[src/design/fbmvn_pkg.sv]
// shared constants, types and helper functions of the fractal value noise block
`default_nettype none

package fbmvn_pkg;

  // fixed-point format and octave limit
  localparam int FRAC_BITS   = 16;
  localparam int MAX_OCTAVES = 8;
  localparam int ONE_Q       = 1 << FRAC_BITS;

  // port widths
  localparam int COORD_W = 32;
  localparam int SEED_W  = 32;
  localparam int CNT_W   = 4;
  localparam int VAL_W   = FRAC_BITS + 2;

  // internal widths
  localparam int MUL_W   = 32;
  localparam int PROD_W  = 2 * MUL_W;
  localparam int HASH_W  = 32;
  localparam int SPLIT_W = COORD_W + FRAC_BITS;
  localparam int NVAL_W  = FRAC_BITS + 32;
  localparam int UX_W    = FRAC_BITS + 1;
  localparam int OCT_W   = (MAX_OCTAVES > 1) ? $clog2(MAX_OCTAVES) : 1;
  localparam int NCNT_W  = $clog2(MAX_OCTAVES + 1);
  localparam int WSUM_W  = MAX_OCTAVES;
  localparam int ACC_W   = FRAC_BITS + 2 + MAX_OCTAVES;
  localparam int QUO_W   = FRAC_BITS + 1;

  // hash constants
  localparam logic [HASH_W-1:0] HASH_PX   = 32'd374761393;
  localparam logic [HASH_W-1:0] HASH_PY   = 32'd668265263;
  localparam logic [HASH_W-1:0] HASH_PS   = 32'd1013904223;
  localparam logic [HASH_W-1:0] HASH_PD   = 32'd1274126177;
  localparam logic [HASH_W-1:0] HASH_PYMX = HASH_PY - HASH_PX;
  localparam logic [HASH_W-1:0] SEED_STEP = 32'd1000;
  localparam logic [30:0]       H31_MAX   = 31'h7FFFFFFF;
  localparam logic [NVAL_W-1:0] H31_BIAS  = NVAL_W'(32'h3FFFFFFF);

  // divider handshake
  typedef struct packed {
    logic                    start;
    logic signed [ACC_W-1:0] acc;
    logic [WSUM_W-1:0]       den;
  } div_req_t;

  typedef struct packed {
    logic                    done;
    logic signed [VAL_W-1:0] quo;
  } div_rsp_t;

  // first xorshift of the hash, before the final multiply
  function automatic logic [HASH_W-1:0] hash_mix(input logic [HASH_W-1:0] h);
    return h ^ (h >> 13);
  endfunction

  // last xorshift of the hash
  function automatic logic [HASH_W-1:0] hash_fin(input logic [HASH_W-1:0] h);
    return h ^ (h >> 16);
  endfunction

  // scaled numerator of the 31-bit to [-1,1] mapping, rounding bias included
  function automatic logic [NVAL_W-1:0] corner_num(input logic [HASH_W-1:0] h);
    return {h[30:0], {(FRAC_BITS + 1){1'b0}}} + H31_BIAS;
  endfunction

  // divide by 2^31-1: quotient is the high part plus one compare correction
  function automatic logic signed [VAL_W-1:0] corner_val(input logic [NVAL_W-1:0] n);
    logic [FRAC_BITS:0] hi;
    logic [31:0]        s;
    logic [VAL_W-1:0]   q;
    hi = n[NVAL_W-1:31];
    s  = 32'(hi) + 32'(n[30:0]);
    q  = VAL_W'(hi) + VAL_W'(s >= 32'(H31_MAX));
    return $signed(q - VAL_W'(ONE_Q));
  endfunction

  // 6t - 15 for the quintic fade
  function automatic logic signed [MUL_W-1:0] fade_k(input logic [FRAC_BITS-1:0] t);
    logic signed [MUL_W-1:0] tt;
    tt = $signed(MUL_W'(t));
    return (tt <<< 2) + (tt <<< 1) - MUL_W'(15 * ONE_Q);
  endfunction

  // clamp a fade result to [0,1]
  function automatic logic [UX_W-1:0] fade_clamp(input logic signed [MUL_W-1:0] r);
    logic [UX_W-1:0] u;
    if (r < 0) begin
      u = '0;
    end else if (r > ONE_Q) begin
      u = UX_W'(ONE_Q);
    end else begin
      u = r[UX_W-1:0];
    end
    return u;
  endfunction

endpackage

`default_nettype wire

[src/design/fbm_value_noise_2d_top.sv]
// top level: octave sequencer, lattice hash and fade datapath around the shared multiplier
`default_nettype none

// Fractal value noise at one 2D point. An item carries x and y in signed Q15.16,
// a 32-bit seed and an octave count (zero is taken as one, counts above eight as
// eight); the result item is the normalized noise in signed Q1.16, within [-1,1].
// The block works on one item at a time and holds in_stall_o high until that
// item's result has moved to the output register, which lets the next item in
// while the previous result still waits for out_stall_i to drop.
// Each octave is a 24-step schedule of 18 products on the single shared 32x32
// multiplier (hash products, fade polynomial, three lerps); the normalization is
// a restoring divide that produces one quotient bit per cycle (17 bits), and its
// result then moves through a result register into the output register.
module fbm_value_noise_2d_top (
  input  wire logic                                  clk_i,
  input  wire logic                                  rst_ni,
  input  wire logic                                  in_valid_i,
  output logic                                       in_stall_o,
  input  wire logic signed [fbmvn_pkg::COORD_W-1:0]  x_coord_i,
  input  wire logic signed [fbmvn_pkg::COORD_W-1:0]  y_coord_i,
  input  wire logic signed [fbmvn_pkg::SEED_W-1:0]   noise_seed_i,
  input  wire logic [fbmvn_pkg::CNT_W-1:0]           octave_count_i,
  output logic                                       out_valid_o,
  input  wire logic                                  out_stall_i,
  output logic signed [fbmvn_pkg::VAL_W-1:0]         noise_value_o
);

  // top-level states
  localparam logic [1:0] ST_IDLE = 2'd0;
  localparam logic [1:0] ST_RUN  = 2'd1;
  localparam logic [1:0] ST_DIV  = 2'd2;
  localparam logic [1:0] ST_OUT  = 2'd3;

  // steps of one octave
  localparam int STEP_W = 5;
  localparam logic [STEP_W-1:0] S_SPLIT   = 5'd0;
  localparam logic [STEP_W-1:0] S_MUL_XA  = 5'd1;
  localparam logic [STEP_W-1:0] S_MUL_YB  = 5'd2;
  localparam logic [STEP_W-1:0] S_MUL_SC  = 5'd3;
  localparam logic [STEP_W-1:0] S_FADE_X0 = 5'd4;
  localparam logic [STEP_W-1:0] S_FADE_Y0 = 5'd5;
  localparam logic [STEP_W-1:0] S_HASH00  = 5'd6;
  localparam logic [STEP_W-1:0] S_HASH10  = 5'd7;
  localparam logic [STEP_W-1:0] S_HASH01  = 5'd8;
  localparam logic [STEP_W-1:0] S_HASH11  = 5'd9;
  localparam logic [STEP_W-1:0] S_FADE_X1 = 5'd10;
  localparam logic [STEP_W-1:0] S_FADE_Y1 = 5'd11;
  localparam logic [STEP_W-1:0] S_FADE_X2 = 5'd12;
  localparam logic [STEP_W-1:0] S_FADE_Y2 = 5'd13;
  localparam logic [STEP_W-1:0] S_FADE_X3 = 5'd14;
  localparam logic [STEP_W-1:0] S_FADE_Y3 = 5'd15;
  localparam logic [STEP_W-1:0] S_LERP_X0 = 5'd16;
  localparam logic [STEP_W-1:0] S_LERP_X1 = 5'd17;
  localparam logic [STEP_W-1:0] S_NX0     = 5'd18;
  localparam logic [STEP_W-1:0] S_NX1     = 5'd19;
  localparam logic [STEP_W-1:0] S_LERP_Y  = 5'd20;
  localparam logic [STEP_W-1:0] S_NOISE   = 5'd22;
  localparam logic [STEP_W-1:0] S_ACC     = 5'd23;

  // control registers
  logic [1:0]                       state_q, state_d;
  logic [STEP_W-1:0]                step_q, step_d;
  logic [fbmvn_pkg::OCT_W-1:0]      oct_q, oct_d;
  logic [fbmvn_pkg::NCNT_W-1:0]     n_q, n_d;
  logic                             div_go_q, div_go_d;
  logic                             out_valid_q, out_valid_d;

  // item and datapath registers
  logic signed [fbmvn_pkg::COORD_W-1:0] x_q, y_q;
  logic [fbmvn_pkg::HASH_W-1:0]         oct_seed_q;
  logic [fbmvn_pkg::HASH_W-1:0]         xi_q, yi_q;
  logic [fbmvn_pkg::FRAC_BITS-1:0]      xf_q, yf_q;
  logic [fbmvn_pkg::HASH_W-1:0]         hx_q, hy_q, hs_q, hsum_q;
  logic [fbmvn_pkg::HASH_W-1:0]         hf_q;
  logic [fbmvn_pkg::NVAL_W-1:0]         cnum_q;
  logic signed [fbmvn_pkg::VAL_W-1:0]   corner_q [4];
  logic signed [fbmvn_pkg::MUL_W-1:0]   bx_q, by_q;
  logic [fbmvn_pkg::UX_W-1:0]           ux_q, vy_q;
  logic signed [fbmvn_pkg::VAL_W-1:0]   nx0_q, nx1_q, nv_q;
  logic signed [fbmvn_pkg::ACC_W-1:0]   acc_q;
  logic [fbmvn_pkg::WSUM_W-1:0]         wsum_q;
  logic signed [fbmvn_pkg::VAL_W-1:0]   res_q;
  logic signed [fbmvn_pkg::VAL_W-1:0]   noise_q;

  // combinational helpers
  logic                                 in_acc;
  logic                                 out_free;
  logic                                 last_oct;
  logic                                 running;
  logic [fbmvn_pkg::NCNT_W-1:0]         n_in;
  logic signed [fbmvn_pkg::SPLIT_W-1:0] x_sh, y_sh;
  logic [fbmvn_pkg::OCT_W-1:0]          wshift;
  logic signed [fbmvn_pkg::VAL_W:0]     dx0, dx1, dy;
  logic signed [fbmvn_pkg::MUL_W-1:0]   mul_a, mul_b;
  logic signed [fbmvn_pkg::PROD_W-1:0]  mul_prod;
  logic signed [fbmvn_pkg::MUL_W-1:0]   mul_rnd;
  fbmvn_pkg::div_req_t                  div_req;
  fbmvn_pkg::div_rsp_t                  div_rsp;

  assign in_acc   = in_valid_i && !in_stall_o;
  assign out_free = !out_valid_q || !out_stall_i;
  assign running  = (state_q == ST_RUN);
  assign last_oct = (fbmvn_pkg::NCNT_W'(oct_q) + fbmvn_pkg::NCNT_W'(1)) == n_q;
  assign wshift   = fbmvn_pkg::OCT_W'(fbmvn_pkg::MAX_OCTAVES - 1) - oct_q;

  // octave count: zero means one, saturate at the maximum
  always_comb begin
    if (octave_count_i == '0) begin
      n_in = fbmvn_pkg::NCNT_W'(1);
    end else if (int'(octave_count_i) > fbmvn_pkg::MAX_OCTAVES) begin
      n_in = fbmvn_pkg::NCNT_W'(fbmvn_pkg::MAX_OCTAVES);
    end else begin
      n_in = fbmvn_pkg::NCNT_W'(octave_count_i);
    end
  end

  // point scaled by 2^octave, split into lattice cell and fraction
  assign x_sh = fbmvn_pkg::SPLIT_W'(x_q) <<< oct_q;
  assign y_sh = fbmvn_pkg::SPLIT_W'(y_q) <<< oct_q;

  // corner differences for the lerps
  assign dx0 = (fbmvn_pkg::VAL_W + 1)'(corner_q[1]) - (fbmvn_pkg::VAL_W + 1)'(corner_q[0]);
  assign dx1 = (fbmvn_pkg::VAL_W + 1)'(corner_q[3]) - (fbmvn_pkg::VAL_W + 1)'(corner_q[2]);
  assign dy  = (fbmvn_pkg::VAL_W + 1)'(nx1_q) - (fbmvn_pkg::VAL_W + 1)'(nx0_q);

  // multiplier operand select per step
  always_comb begin
    mul_a = '0;
    mul_b = '0;
    if (running) begin
      case (step_q)
        S_MUL_XA: begin
          mul_a = $signed(xi_q);
          mul_b = $signed(fbmvn_pkg::HASH_PX);
        end
        S_MUL_YB: begin
          mul_a = $signed(yi_q);
          mul_b = $signed(fbmvn_pkg::HASH_PY);
        end
        S_MUL_SC: begin
          mul_a = $signed(oct_seed_q);
          mul_b = $signed(fbmvn_pkg::HASH_PS);
        end
        S_FADE_X0: begin
          mul_a = $signed(fbmvn_pkg::MUL_W'(xf_q));
          mul_b = fbmvn_pkg::fade_k(xf_q);
        end
        S_FADE_Y0: begin
          mul_a = $signed(fbmvn_pkg::MUL_W'(yf_q));
          mul_b = fbmvn_pkg::fade_k(yf_q);
        end
        S_HASH00, S_HASH10, S_HASH01, S_HASH11: begin
          mul_a = $signed(fbmvn_pkg::hash_mix(hsum_q));
          mul_b = $signed(fbmvn_pkg::HASH_PD);
        end
        S_FADE_X1: begin
          mul_a = $signed(fbmvn_pkg::MUL_W'(xf_q));
          mul_b = bx_q;
        end
        S_FADE_Y1: begin
          mul_a = $signed(fbmvn_pkg::MUL_W'(yf_q));
          mul_b = by_q;
        end
        S_FADE_X2, S_FADE_X3: begin
          mul_a = $signed(fbmvn_pkg::MUL_W'(xf_q));
          mul_b = mul_rnd;
        end
        S_FADE_Y2, S_FADE_Y3: begin
          mul_a = $signed(fbmvn_pkg::MUL_W'(yf_q));
          mul_b = mul_rnd;
        end
        S_LERP_X0: begin
          mul_a = fbmvn_pkg::MUL_W'(dx0);
          mul_b = $signed(fbmvn_pkg::MUL_W'(fbmvn_pkg::fade_clamp(mul_rnd)));
        end
        S_LERP_X1: begin
          mul_a = fbmvn_pkg::MUL_W'(dx1);
          mul_b = $signed(fbmvn_pkg::MUL_W'(ux_q));
        end
        S_LERP_Y: begin
          mul_a = fbmvn_pkg::MUL_W'(dy);
          mul_b = $signed(fbmvn_pkg::MUL_W'(vy_q));
        end
        default: begin
          mul_a = '0;
          mul_b = '0;
        end
      endcase
    end
  end

  // shared multiplier
  fbmvn_mul u_mul (
    .clk_i  (clk_i),
    .a_i    (mul_a),
    .b_i    (mul_b),
    .prod_o (mul_prod),
    .rnd_o  (mul_rnd)
  );

  // normalizing divider
  assign div_req.start = div_go_q;
  assign div_req.acc   = acc_q;
  assign div_req.den   = wsum_q;

  fbmvn_div u_div (
    .clk_i  (clk_i),
    .rst_ni (rst_ni),
    .req_i  (div_req),
    .rsp_o  (div_rsp)
  );

  // sequencer next state
  always_comb begin
    state_d     = state_q;
    step_d      = step_q;
    oct_d       = oct_q;
    n_d         = n_q;
    div_go_d    = 1'b0;
    out_valid_d = out_valid_q;
    if (out_valid_q && !out_stall_i) begin
      out_valid_d = 1'b0;
    end
    case (state_q)
      ST_IDLE: begin
        if (in_acc) begin
          state_d = ST_RUN;
          step_d  = S_SPLIT;
          oct_d   = '0;
          n_d     = n_in;
        end
      end
      ST_RUN: begin
        if (step_q == S_ACC) begin
          step_d = S_SPLIT;
          if (last_oct) begin
            state_d  = ST_DIV;
            div_go_d = 1'b1;
          end else begin
            oct_d = oct_q + 1'b1;
          end
        end else begin
          step_d = step_q + 1'b1;
        end
      end
      ST_DIV: begin
        if (div_rsp.done) begin
          state_d = ST_OUT;
        end
      end
      ST_OUT: begin
        if (out_free) begin
          state_d     = ST_IDLE;
          out_valid_d = 1'b1;
        end
      end
      default: begin
        state_d = ST_IDLE;
      end
    endcase
  end

  // control registers
  always_ff @(posedge clk_i or negedge rst_ni) begin
    if (!rst_ni) begin
      state_q     <= ST_IDLE;
      step_q      <= S_SPLIT;
      oct_q       <= '0;
      n_q         <= '0;
      div_go_q    <= 1'b0;
      out_valid_q <= 1'b0;
    end else begin
      state_q     <= state_d;
      step_q      <= step_d;
      oct_q       <= oct_d;
      n_q         <= n_d;
      div_go_q    <= div_go_d;
      out_valid_q <= out_valid_d;
    end
  end

  // hash finish and corner numerator run every cycle
  always_ff @(posedge clk_i) begin
    hf_q   <= fbmvn_pkg::hash_fin(mul_prod[fbmvn_pkg::HASH_W-1:0]);
    cnum_q <= fbmvn_pkg::corner_num(hf_q);
  end

  // item capture and per-step datapath updates
  always_ff @(posedge clk_i) begin
    if (in_acc) begin
      x_q        <= x_coord_i;
      y_q        <= y_coord_i;
      oct_seed_q <= noise_seed_i;
      acc_q      <= '0;
      wsum_q     <= '0;
    end
    if (running) begin
      case (step_q)
        S_SPLIT: begin
          xi_q <= x_sh[fbmvn_pkg::SPLIT_W-1:fbmvn_pkg::FRAC_BITS];
          yi_q <= y_sh[fbmvn_pkg::SPLIT_W-1:fbmvn_pkg::FRAC_BITS];
          xf_q <= x_sh[fbmvn_pkg::FRAC_BITS-1:0];
          yf_q <= y_sh[fbmvn_pkg::FRAC_BITS-1:0];
        end
        S_MUL_YB: begin
          hx_q <= mul_prod[fbmvn_pkg::HASH_W-1:0];
        end
        S_MUL_SC: begin
          hy_q <= mul_prod[fbmvn_pkg::HASH_W-1:0];
        end
        S_FADE_X0: begin
          hs_q <= mul_prod[fbmvn_pkg::HASH_W-1:0];
        end
        S_FADE_Y0: begin
          hsum_q <= hx_q + hy_q + hs_q;
        end
        S_HASH00: begin
          hsum_q <= hsum_q + fbmvn_pkg::HASH_PX;
          bx_q   <= mul_rnd + fbmvn_pkg::MUL_W'(10 * fbmvn_pkg::ONE_Q);
        end
        S_HASH10: begin
          hsum_q <= hsum_q + fbmvn_pkg::HASH_PYMX;
          by_q   <= mul_rnd + fbmvn_pkg::MUL_W'(10 * fbmvn_pkg::ONE_Q);
        end
        S_HASH01: begin
          hsum_q <= hsum_q + fbmvn_pkg::HASH_PX;
        end
        S_LERP_X0: begin
          ux_q <= fbmvn_pkg::fade_clamp(mul_rnd);
        end
        S_LERP_X1: begin
          vy_q <= fbmvn_pkg::fade_clamp(mul_rnd);
        end
        S_NX0: begin
          nx0_q <= corner_q[0] + mul_rnd[fbmvn_pkg::VAL_W-1:0];
        end
        S_NX1: begin
          nx1_q <= corner_q[2] + mul_rnd[fbmvn_pkg::VAL_W-1:0];
        end
        S_NOISE: begin
          nv_q <= nx0_q + mul_rnd[fbmvn_pkg::VAL_W-1:0];
        end
        S_ACC: begin
          acc_q      <= acc_q + (fbmvn_pkg::ACC_W'(nv_q) <<< wshift);
          wsum_q     <= wsum_q + (fbmvn_pkg::WSUM_W'(1) << wshift);
          oct_seed_q <= oct_seed_q + fbmvn_pkg::SEED_STEP;
        end
        default: begin
        end
      endcase
      // corner values arrive in order 00, 10, 01, 11 and shift down
      if (step_q inside {[S_HASH11:S_FADE_X2]}) begin
        corner_q[3] <= fbmvn_pkg::corner_val(cnum_q);
        corner_q[2] <= corner_q[3];
        corner_q[1] <= corner_q[2];
        corner_q[0] <= corner_q[1];
      end
    end
    if (div_rsp.done) begin
      res_q <= div_rsp.quo;
    end
    if (state_q == ST_OUT && out_free) begin
      noise_q <= res_q;
    end
  end

  assign in_stall_o    = (state_q != ST_IDLE);
  assign out_valid_o   = out_valid_q;
  assign noise_value_o = noise_q;

`ifndef ASSERT_OFF
  // an accepted item starts a fresh sum at the first octave
  assert property (@(posedge clk_i) disable iff (!rst_ni)
    in_acc |=> (state_q == ST_RUN && step_q == S_SPLIT && oct_q == '0 &&
                acc_q == '0 && wsum_q == '0))
    else $error("item accepted without a clean start");

  // the octave index never runs past the requested count
  assert property (@(posedge clk_i) disable iff (!rst_ni)
    (running && step_q == S_ACC) |-> (fbmvn_pkg::NCNT_W'(oct_q) < n_q))
    else $error("octave index beyond count");

  // normalization starts only after the last octave
  assert property (@(posedge clk_i) disable iff (!rst_ni)
    div_go_q |-> (state_q == ST_DIV && $past(step_q) == S_ACC))
    else $error("divider started out of sequence");

  // a result item stays within [-1,1]
  assert property (@(posedge clk_i) disable iff (!rst_ni)
    out_valid_o |-> (noise_value_o <= fbmvn_pkg::ONE_Q && noise_value_o >= -fbmvn_pkg::ONE_Q))
    else $error("noise value out of range");
`endif

endmodule

`default_nettype wire

[src/design/fbmvn_mul.sv]
// shared signed multiplier with registered product and registered fixed-point rounding
`default_nettype none

module fbmvn_mul (
  input  wire logic                                clk_i,
  input  wire logic signed [fbmvn_pkg::MUL_W-1:0]  a_i,
  input  wire logic signed [fbmvn_pkg::MUL_W-1:0]  b_i,
  output logic signed [fbmvn_pkg::PROD_W-1:0]      prod_o,
  output logic signed [fbmvn_pkg::MUL_W-1:0]       rnd_o
);

  localparam logic [fbmvn_pkg::PROD_W-1:0] HALF =
    fbmvn_pkg::PROD_W'(1) << (fbmvn_pkg::FRAC_BITS - 1);

  logic signed [fbmvn_pkg::PROD_W-1:0] prod_q;
  logic signed [fbmvn_pkg::MUL_W-1:0]  rnd_q;
  logic        [fbmvn_pkg::PROD_W-1:0] rnd_sum;

  // round to nearest, ties away from zero, then drop the fraction
  assign rnd_sum = prod_q[fbmvn_pkg::PROD_W-1] ? (prod_q + HALF - 1'b1) : (prod_q + HALF);

  // product stage, then rounding stage
  always_ff @(posedge clk_i) begin
    prod_q <= a_i * b_i;
    rnd_q  <= $signed(rnd_sum[fbmvn_pkg::FRAC_BITS +: fbmvn_pkg::MUL_W]);
  end

  assign prod_o = prod_q;
  assign rnd_o  = rnd_q;

endmodule

`default_nettype wire

[src/design/fbmvn_div.sv]
// restoring divider that normalizes the weighted octave sum, one quotient bit per cycle
`default_nettype none

module fbmvn_div (
  input  wire logic                  clk_i,
  input  wire logic                  rst_ni,
  input  wire fbmvn_pkg::div_req_t   req_i,
  output fbmvn_pkg::div_rsp_t        rsp_o
);

  localparam int DIV_W = fbmvn_pkg::ACC_W + fbmvn_pkg::QUO_W;
  localparam int DCNT_W = $clog2(fbmvn_pkg::QUO_W + 1);

  logic                              busy_q, busy_d;
  logic                              done_q, done_d;
  logic [DCNT_W-1:0]                 cnt_q, cnt_d;
  logic [fbmvn_pkg::ACC_W-1:0]       rem_q, rem_d;
  logic [DIV_W-1:0]                  dsh_q, dsh_d;
  logic [fbmvn_pkg::QUO_W-1:0]       quo_q, quo_d;
  logic                              neg_q, neg_d;
  logic [fbmvn_pkg::ACC_W-1:0]       mag;
  logic                              ge;
  logic [fbmvn_pkg::QUO_W-1:0]       quo_sat;

  // magnitude of the sum; half the divisor is added to it at start for rounding
  assign mag = req_i.acc[fbmvn_pkg::ACC_W-1] ? fbmvn_pkg::ACC_W'(-req_i.acc)
                                             : fbmvn_pkg::ACC_W'(req_i.acc);
  assign ge  = DIV_W'(rem_q) >= dsh_q;

  // next state of the iteration
  always_comb begin
    busy_d = busy_q;
    done_d = 1'b0;
    cnt_d  = cnt_q;
    rem_d  = rem_q;
    dsh_d  = dsh_q;
    quo_d  = quo_q;
    neg_d  = neg_q;
    if (req_i.start) begin
      busy_d = 1'b1;
      cnt_d  = DCNT_W'(fbmvn_pkg::QUO_W);
      rem_d  = mag + fbmvn_pkg::ACC_W'(req_i.den >> 1);
      dsh_d  = DIV_W'(req_i.den) << (fbmvn_pkg::QUO_W - 1);
      quo_d  = '0;
      neg_d  = req_i.acc[fbmvn_pkg::ACC_W-1];
    end else if (busy_q) begin
      if (ge) begin
        rem_d = rem_q - fbmvn_pkg::ACC_W'(dsh_q);
      end
      quo_d = {quo_q[fbmvn_pkg::QUO_W-2:0], ge};
      dsh_d = dsh_q >> 1;
      cnt_d = cnt_q - 1'b1;
      if (cnt_q == DCNT_W'(1)) begin
        busy_d = 1'b0;
        done_d = 1'b1;
      end
    end
  end

  // control registers
  always_ff @(posedge clk_i or negedge rst_ni) begin
    if (!rst_ni) begin
      busy_q <= 1'b0;
      done_q <= 1'b0;
      cnt_q  <= '0;
    end else begin
      busy_q <= busy_d;
      done_q <= done_d;
      cnt_q  <= cnt_d;
    end
  end

  // datapath registers
  always_ff @(posedge clk_i) begin
    rem_q <= rem_d;
    dsh_q <= dsh_d;
    quo_q <= quo_d;
    neg_q <= neg_d;
  end

  // clamp to one, then apply the sign
  assign quo_sat = (quo_q > fbmvn_pkg::QUO_W'(fbmvn_pkg::ONE_Q)) ?
                   fbmvn_pkg::QUO_W'(fbmvn_pkg::ONE_Q) : quo_q;

  assign rsp_o.done = done_q;
  assign rsp_o.quo  = neg_q ? -$signed(fbmvn_pkg::VAL_W'(quo_sat))
                            :  $signed(fbmvn_pkg::VAL_W'(quo_sat));

`ifndef ASSERT_OFF
  // a new division never starts on top of one in flight
  assert property (@(posedge clk_i) disable iff (!rst_ni) req_i.start |-> !busy_q)
    else $error("divider started while busy");

  // the last quotient bit is followed by exactly one done pulse
  assert property (@(posedge clk_i) disable iff (!rst_ni)
    (busy_q && !req_i.start && cnt_q == DCNT_W'(1)) |=> (done_q && !busy_q))
    else $error("divider finished without done");
`endif

endmodule

`default_nettype wire

[config.mk]
export PLATFORM = sky130hd
export DESIGN_NAME = fbm_value_noise_2d_top
export DESIGN_NICKNAME = d
export VERILOG_FILES = /design/src/design/fbmvn_pkg.sv /design/src/design/fbm_value_noise_2d_top.sv /design/src/design/fbmvn_mul.sv /design/src/design/fbmvn_div.sv
export SDC_FILE = /design/constraint.sdc
export NUM_CORES = 2
export LEC_CHECK = 0
export BUFFER_PORTS_ARGS = -buffer_cell sky130_fd_sc_hd__buf_2
export CORE_MARGIN = 4
export CORE_UTILIZATION = 60
export CTS_BUF_LIST = sky130_fd_sc_hd__clkbuf_4
export CTS_CLUSTER_DIAMETER = 40
export CTS_CLUSTER_SIZE = 20
export DETAILED_ROUTE_END_ITERATION = 6
export PLACE_DENSITY = 0.75
export REMOVE_ABC_BUFFERS = 1
export SYNTH_ARGS = -nofsm -noshare
export SYNTH_HDL_FRONTEND = slang
export SYNTH_SLANG_ARGS = --single-unit
[constraint.sdc]
create_clock -name clk_i -period 13.2 [get_ports clk_i]
set_input_delay 0.66 -clock clk_i [delete_from_list [all_inputs] [get_ports clk_i]]
set_output_delay 0.66 -clock clk_i [all_outputs]
set_load 0.02 [all_outputs]
==> metrics.txt <==
Placer Congestion=1.05; number of port buffers=123; required time of the critical path=14.37 ns; Clock Pin Slew Worst Setup and Hold Paths=0.17 ns; average detailed-routed wire length per instance=24.9 um; critical-path maximum fanout=36; Die Y-Extent=382 um; class of the tightest hold or removal check=primary input to flip-flop; remaining global-route overflow=0; cell mode on critical path=sky130_fd_sc_hd__fa_1; DRC=8; critical path class=flip-flop to flip-flop; wire length of the first global-routing pass=409000 um; ys async rst share=2.77%; Area growth syn-to-layout=7.96%; NumNets Final=10500; worst-case headroom to the max-slew limit=8.23%; most common flop cell mapped by yosys=sky130_fd_sc_hd__edfxtp_1; Final Hold Viols=0; DRT Pass-1 Iters=7; Crit. End Element=flip-flop; number of max-slew violations in the final report=0; Critical Path Start Type=flip-flop; area of the core=0.138 mm^2; horizontal die dimension=382 um; time the worst path needs with I/O delays and setup=12.62 ns; number of clock sinks=830; final HPWL from detailed placement=209000 um; Peak Freq=0.0792 GHz; buffer levels on the longest clock path=3; number of cells upsized or downsized after cts=0; post-synth design cell area=0.0837 mm^2; number of global-route vias before repair=68600; Power Density=128 mW/mm^2; number of violations reported at the end of detailed-routing iteration 0=6946; skew final=0.120 ns; status=finished with violations; detailed-route vias per instance=6.19; top-level I/O count=124; number of max-cap violations=0; count of mapped cells out of synthesis=8617; number of unique standard cell types used by synthesis=106; final wirelength=268000 um; area of the multi-input gates=0.0553 mm^2; worst-case hold slack=0.0636 ns; ratio of final minimum period to clock period=95.6%; total vias in the final route=66900; overall global routing resource usage=37.1%; pin count of the biggest net entering global routing=104; initial core utilization=60.7%; Least-Margin Pin Slew=1.38 ns; CTS H-tree lvls=4; final total negative setup slack=0 ns; unrepaired setup endpoints after global routing=false; proportion of synthesized chip area in sequential cells=26.8%; buffers inserted during post-CTS setup optimization=0; CTS tree=yes; mean area per synthesized cell=9.72 um^2; # fillers=11000; Detail Route Antenna Nets=0; cell at the root of the clock tree=sky130_fd_sc_hd__clkbuf_4; failing checks=design-rule violations; row count=136; layout cells sized above 1=9.20%; leakage power=39.1 nW; Hold-fix buffers, CTS=106; number of clock buffers inserted by TritonCTS=133; clock insertion delay at the later pin of the skew report=1.29 ns; largest area contributor in the netlist=sky130_fd_sc_hd__fa_1; overall power=11.6 mW; Peak VDD IR=0.118 mV; Worst Setup Slack post-DPL=0.997 ns; fraction of synthesized cell area taken by the top area cell type=26.9%; peak per-stage delay on the critical path=1.04 ns; EDFF count, synth=568; initial antenna violation count=20; share of the core filled with cells in the final layout=65.5%; die area=0.146 mm^2; Setup-failing EPs final=0; CP max stage cell=sky130_fd_sc_hd__dfrtp_1; storage element area=0.0224 mm^2; dominant cells by area after synthesis=sky130_fd_sc_hd__fa_1, sky130_fd_sc_hd__edfxtp_1, sky130_fd_sc_hd__ha_1, sky130_fd_sc_hd__dfxtp_1, sky130_fd_sc_hd__inv_1; crit path DAT=13.79 ns; Synth Register Bits=830; Setup WS post-layout=0.578 ns; Warnings, synthesis=0
==> per-layer routing <==
metal  track usage (%)  part of all wire [%]  routed length [um]  up-vias
met5                 0                0.0093                  25        -
met4              25.0                   8.1               21800        4
met3              8.62                    10               27300     1073
met2              58.8                    46              123000     3836
met1              45.6                    36               95900    33000
li1                  -                     -                   -    29000
==> report_power, final <==
part / leakage [nW] / internal [mW] / switching, mW
Clock: 1.18 / 0.881 / 1.20
Combinational: 30.6 / 1.93 / 3.79
Sequential: 7.41 / 3.28 / 0.508
==> placed cells by master, fill, tap and decap left out, types with 28 or more instances in the layout <==
master / synthesis / routed
sky130_fd_sc_hd__dfxtp_1: 239 / 239
sky130_fd_sc_hd__dlygate4sd3_1: 0 / 105
sky130_fd_sc_hd__clkbuf_4: 0 / 146
sky130_fd_sc_hd__a21oi_1: 297 / 286
sky130_fd_sc_hd__xnor2_1: 254 / 254
sky130_fd_sc_hd__nor2b_1: 62 / 62
sky130_fd_sc_hd__a22oi_1: 56 / 56
sky130_fd_sc_hd__mux2_2: 71 / 71
sky130_fd_sc_hd__nor3_1: 125 / 124
sky130_fd_sc_hd__mux4_2: 37 / 37
sky130_fd_sc_hd__a21o_1: 81 / 81
sky130_fd_sc_hd__and2_1: 69 / 69
sky130_fd_sc_hd__buf_2: 78 / 123
sky130_fd_sc_hd__buf_4: 2 / 195
sky130_fd_sc_hd__o21ai_0: 301 / 300
sky130_fd_sc_hd__nand4_1: 57 / 57
sky130_fd_sc_hd__diode_2: 0 / 28
sky130_fd_sc_hd__nand3_1: 186 / 186
sky130_fd_sc_hd__edfxtp_1: 568 / 568
sky130_fd_sc_hd__nand2_1: 895 / 895
sky130_fd_sc_hd__o21a_1: 51 / 51
sky130_fd_sc_hd__or3_1: 42 / 42
sky130_fd_sc_hd__ha_1: 470 / 470
sky130_fd_sc_hd__nor2_1: 882 / 865
sky130_fd_sc_hd__o31ai_1: 43 / 43
sky130_fd_sc_hd__fa_1: 1126 / 1126
sky130_fd_sc_hd__o211ai_1: 32 / 32
sky130_fd_sc_hd__a221oi_1: 28 / 28
sky130_fd_sc_hd__o21bai_1: 52 / 52
sky130_fd_sc_hd__nor4_1: 28 / 28
sky130_fd_sc_hd__and3_1: 52 / 51
sky130_fd_sc_hd__inv_1: 1272 / 1269
sky130_fd_sc_hd__mux2i_1: 86 / 86
sky130_fd_sc_hd__xor2_1: 162 / 162
sky130_fd_sc_hd__nand2b_1: 95 / 95
sky130_fd_sc_hd__a31oi_1: 57 / 44
sky130_fd_sc_hd__a211oi_1: 38 / 38
==> metrics by stage <==
step,area (um^2),std cells
5_1_grt,90400,10800
2_1_floorplan,82200,8233
6_report,90400,10800
3_5_place_dp,87000,10400
3_3_place_gp,87000,10400
4_1_cts,90300,10800
==> final timing paths <==
check / from / endpoint / slack [ns] / cells after the start
setup / recovery: step_q[2]$_DFFE_PN0P_ / u_mul.prod_o[44]$_DFF_P_ / 0.58 / 32
hold / removal: x_coord_i[2] / x_q[2]$_DFFE_PP_ / 0.06 / 2
setup reg to reg: step_q[2]$_DFFE_PN0P_ / u_mul.prod_o[44]$_DFF_P_ / 0.58 / 32
hold reg to reg: res_q[6]$_DFFE_PP_ / noise_value_o[6]$_DFFE_PP_ / 0.37 / 0
max in group asynchronous: rst_ni / u_div.busy_q$_DFF_PN0_ / 12.51 / 4
min in group asynchronous: rst_ni / oct_q[2]$_DFFE_PN0P_ / 0.41 / 4
==> cells by family after synthesis <==
logic type | Yosys count | share of synthesized area, %
and+or+nand+nor | 2604 | 13.9
xor gates and xnor gates | 416 | 4.35
buffers and inverters | 1660 | 7.58
DFF | 830 | 26.8
AOI/OAI and AO/OA | 1317 | 10.4
muxes | 194 | 2.98
adders and majority gates | 1596 | 33.9
==> Yosys cell counts, types with 24 or more instances <==
cell type	count
sky130_fd_sc_hd__a211oi_1	38
sky130_fd_sc_hd__a21o_1	81
sky130_fd_sc_hd__a21oi_1	297
sky130_fd_sc_hd__a221oi_1	28
sky130_fd_sc_hd__a222oi_1	24
sky130_fd_sc_hd__a22oi_1	56
sky130_fd_sc_hd__a31o_2	25
sky130_fd_sc_hd__a31oi_1	57
sky130_fd_sc_hd__and2_1	69
sky130_fd_sc_hd__and3_1	52
sky130_fd_sc_hd__buf_1	38
sky130_fd_sc_hd__buf_2	78
sky130_fd_sc_hd__clkbuf_1	262
sky130_fd_sc_hd__dfxtp_1	239
sky130_fd_sc_hd__edfxtp_1	568
sky130_fd_sc_hd__fa_1	1126
sky130_fd_sc_hd__ha_1	470
sky130_fd_sc_hd__inv_1	1272
sky130_fd_sc_hd__mux2_2	71
sky130_fd_sc_hd__mux2i_1	86
sky130_fd_sc_hd__mux4_2	37
sky130_fd_sc_hd__nand2_1	895
sky130_fd_sc_hd__nand2b_1	95
sky130_fd_sc_hd__nand3_1	186
sky130_fd_sc_hd__nand4_1	57
sky130_fd_sc_hd__nor2_1	882
sky130_fd_sc_hd__nor2b_1	62
sky130_fd_sc_hd__nor3_1	125
sky130_fd_sc_hd__nor4_1	28
sky130_fd_sc_hd__o211ai_1	32
sky130_fd_sc_hd__o21a_1	51
sky130_fd_sc_hd__o21ai_0	301
sky130_fd_sc_hd__o21bai_1	52
sky130_fd_sc_hd__o22ai_1	24
sky130_fd_sc_hd__o31ai_1	43
sky130_fd_sc_hd__or2_2	27
sky130_fd_sc_hd__or3_1	42
sky130_fd_sc_hd__xnor2_1	254
sky130_fd_sc_hd__xor2_1	162
==> registers in the layout, indices dropped and copies added (netlist names), 23 cells and up <==
register,cells
acc_q,26
bx_q,32
by_q,32
cnum_q,31
corner_q,72
hf_q,31
hs_q,32
hsum_q,32
hx_q,32
hy_q,32
oct_seed_q,32
u_div.dsh_q,24
u_div.rem_q,26
u_mul.prod_o,49
u_mul.rnd_o,32
x_q,32
xi_q,23
y_q,32
yi_q,23
==> critical path, delay by kind of cell (launching register included) <==
kind	cells	cell delay, ns
buffers and inverters	4	0.77
and+or+nand+nor	8	1.99
DFF	1	1.04
AOI/OAI and AO/OA	11	4.31
adders and majority gates	9	4.35
==> cell type report <==
| cell class | instances | area share (%) |
|---|---|---|
| clock inverters | 101 | 1.27 |
| inverters | 1276 | 5.30 |
| diodes | 28 | 0.0775 |
| multi-input cells | 6127 | 61.2 |
| flip-flops and latches | 830 | 24.8 |
| well taps | 1863 | 2.58 |
| repair buffers | 426 | 3.53 |
| clock buffers | 146 | 1.21 |
Note: power is estimated with default switching activity, not from simulation.
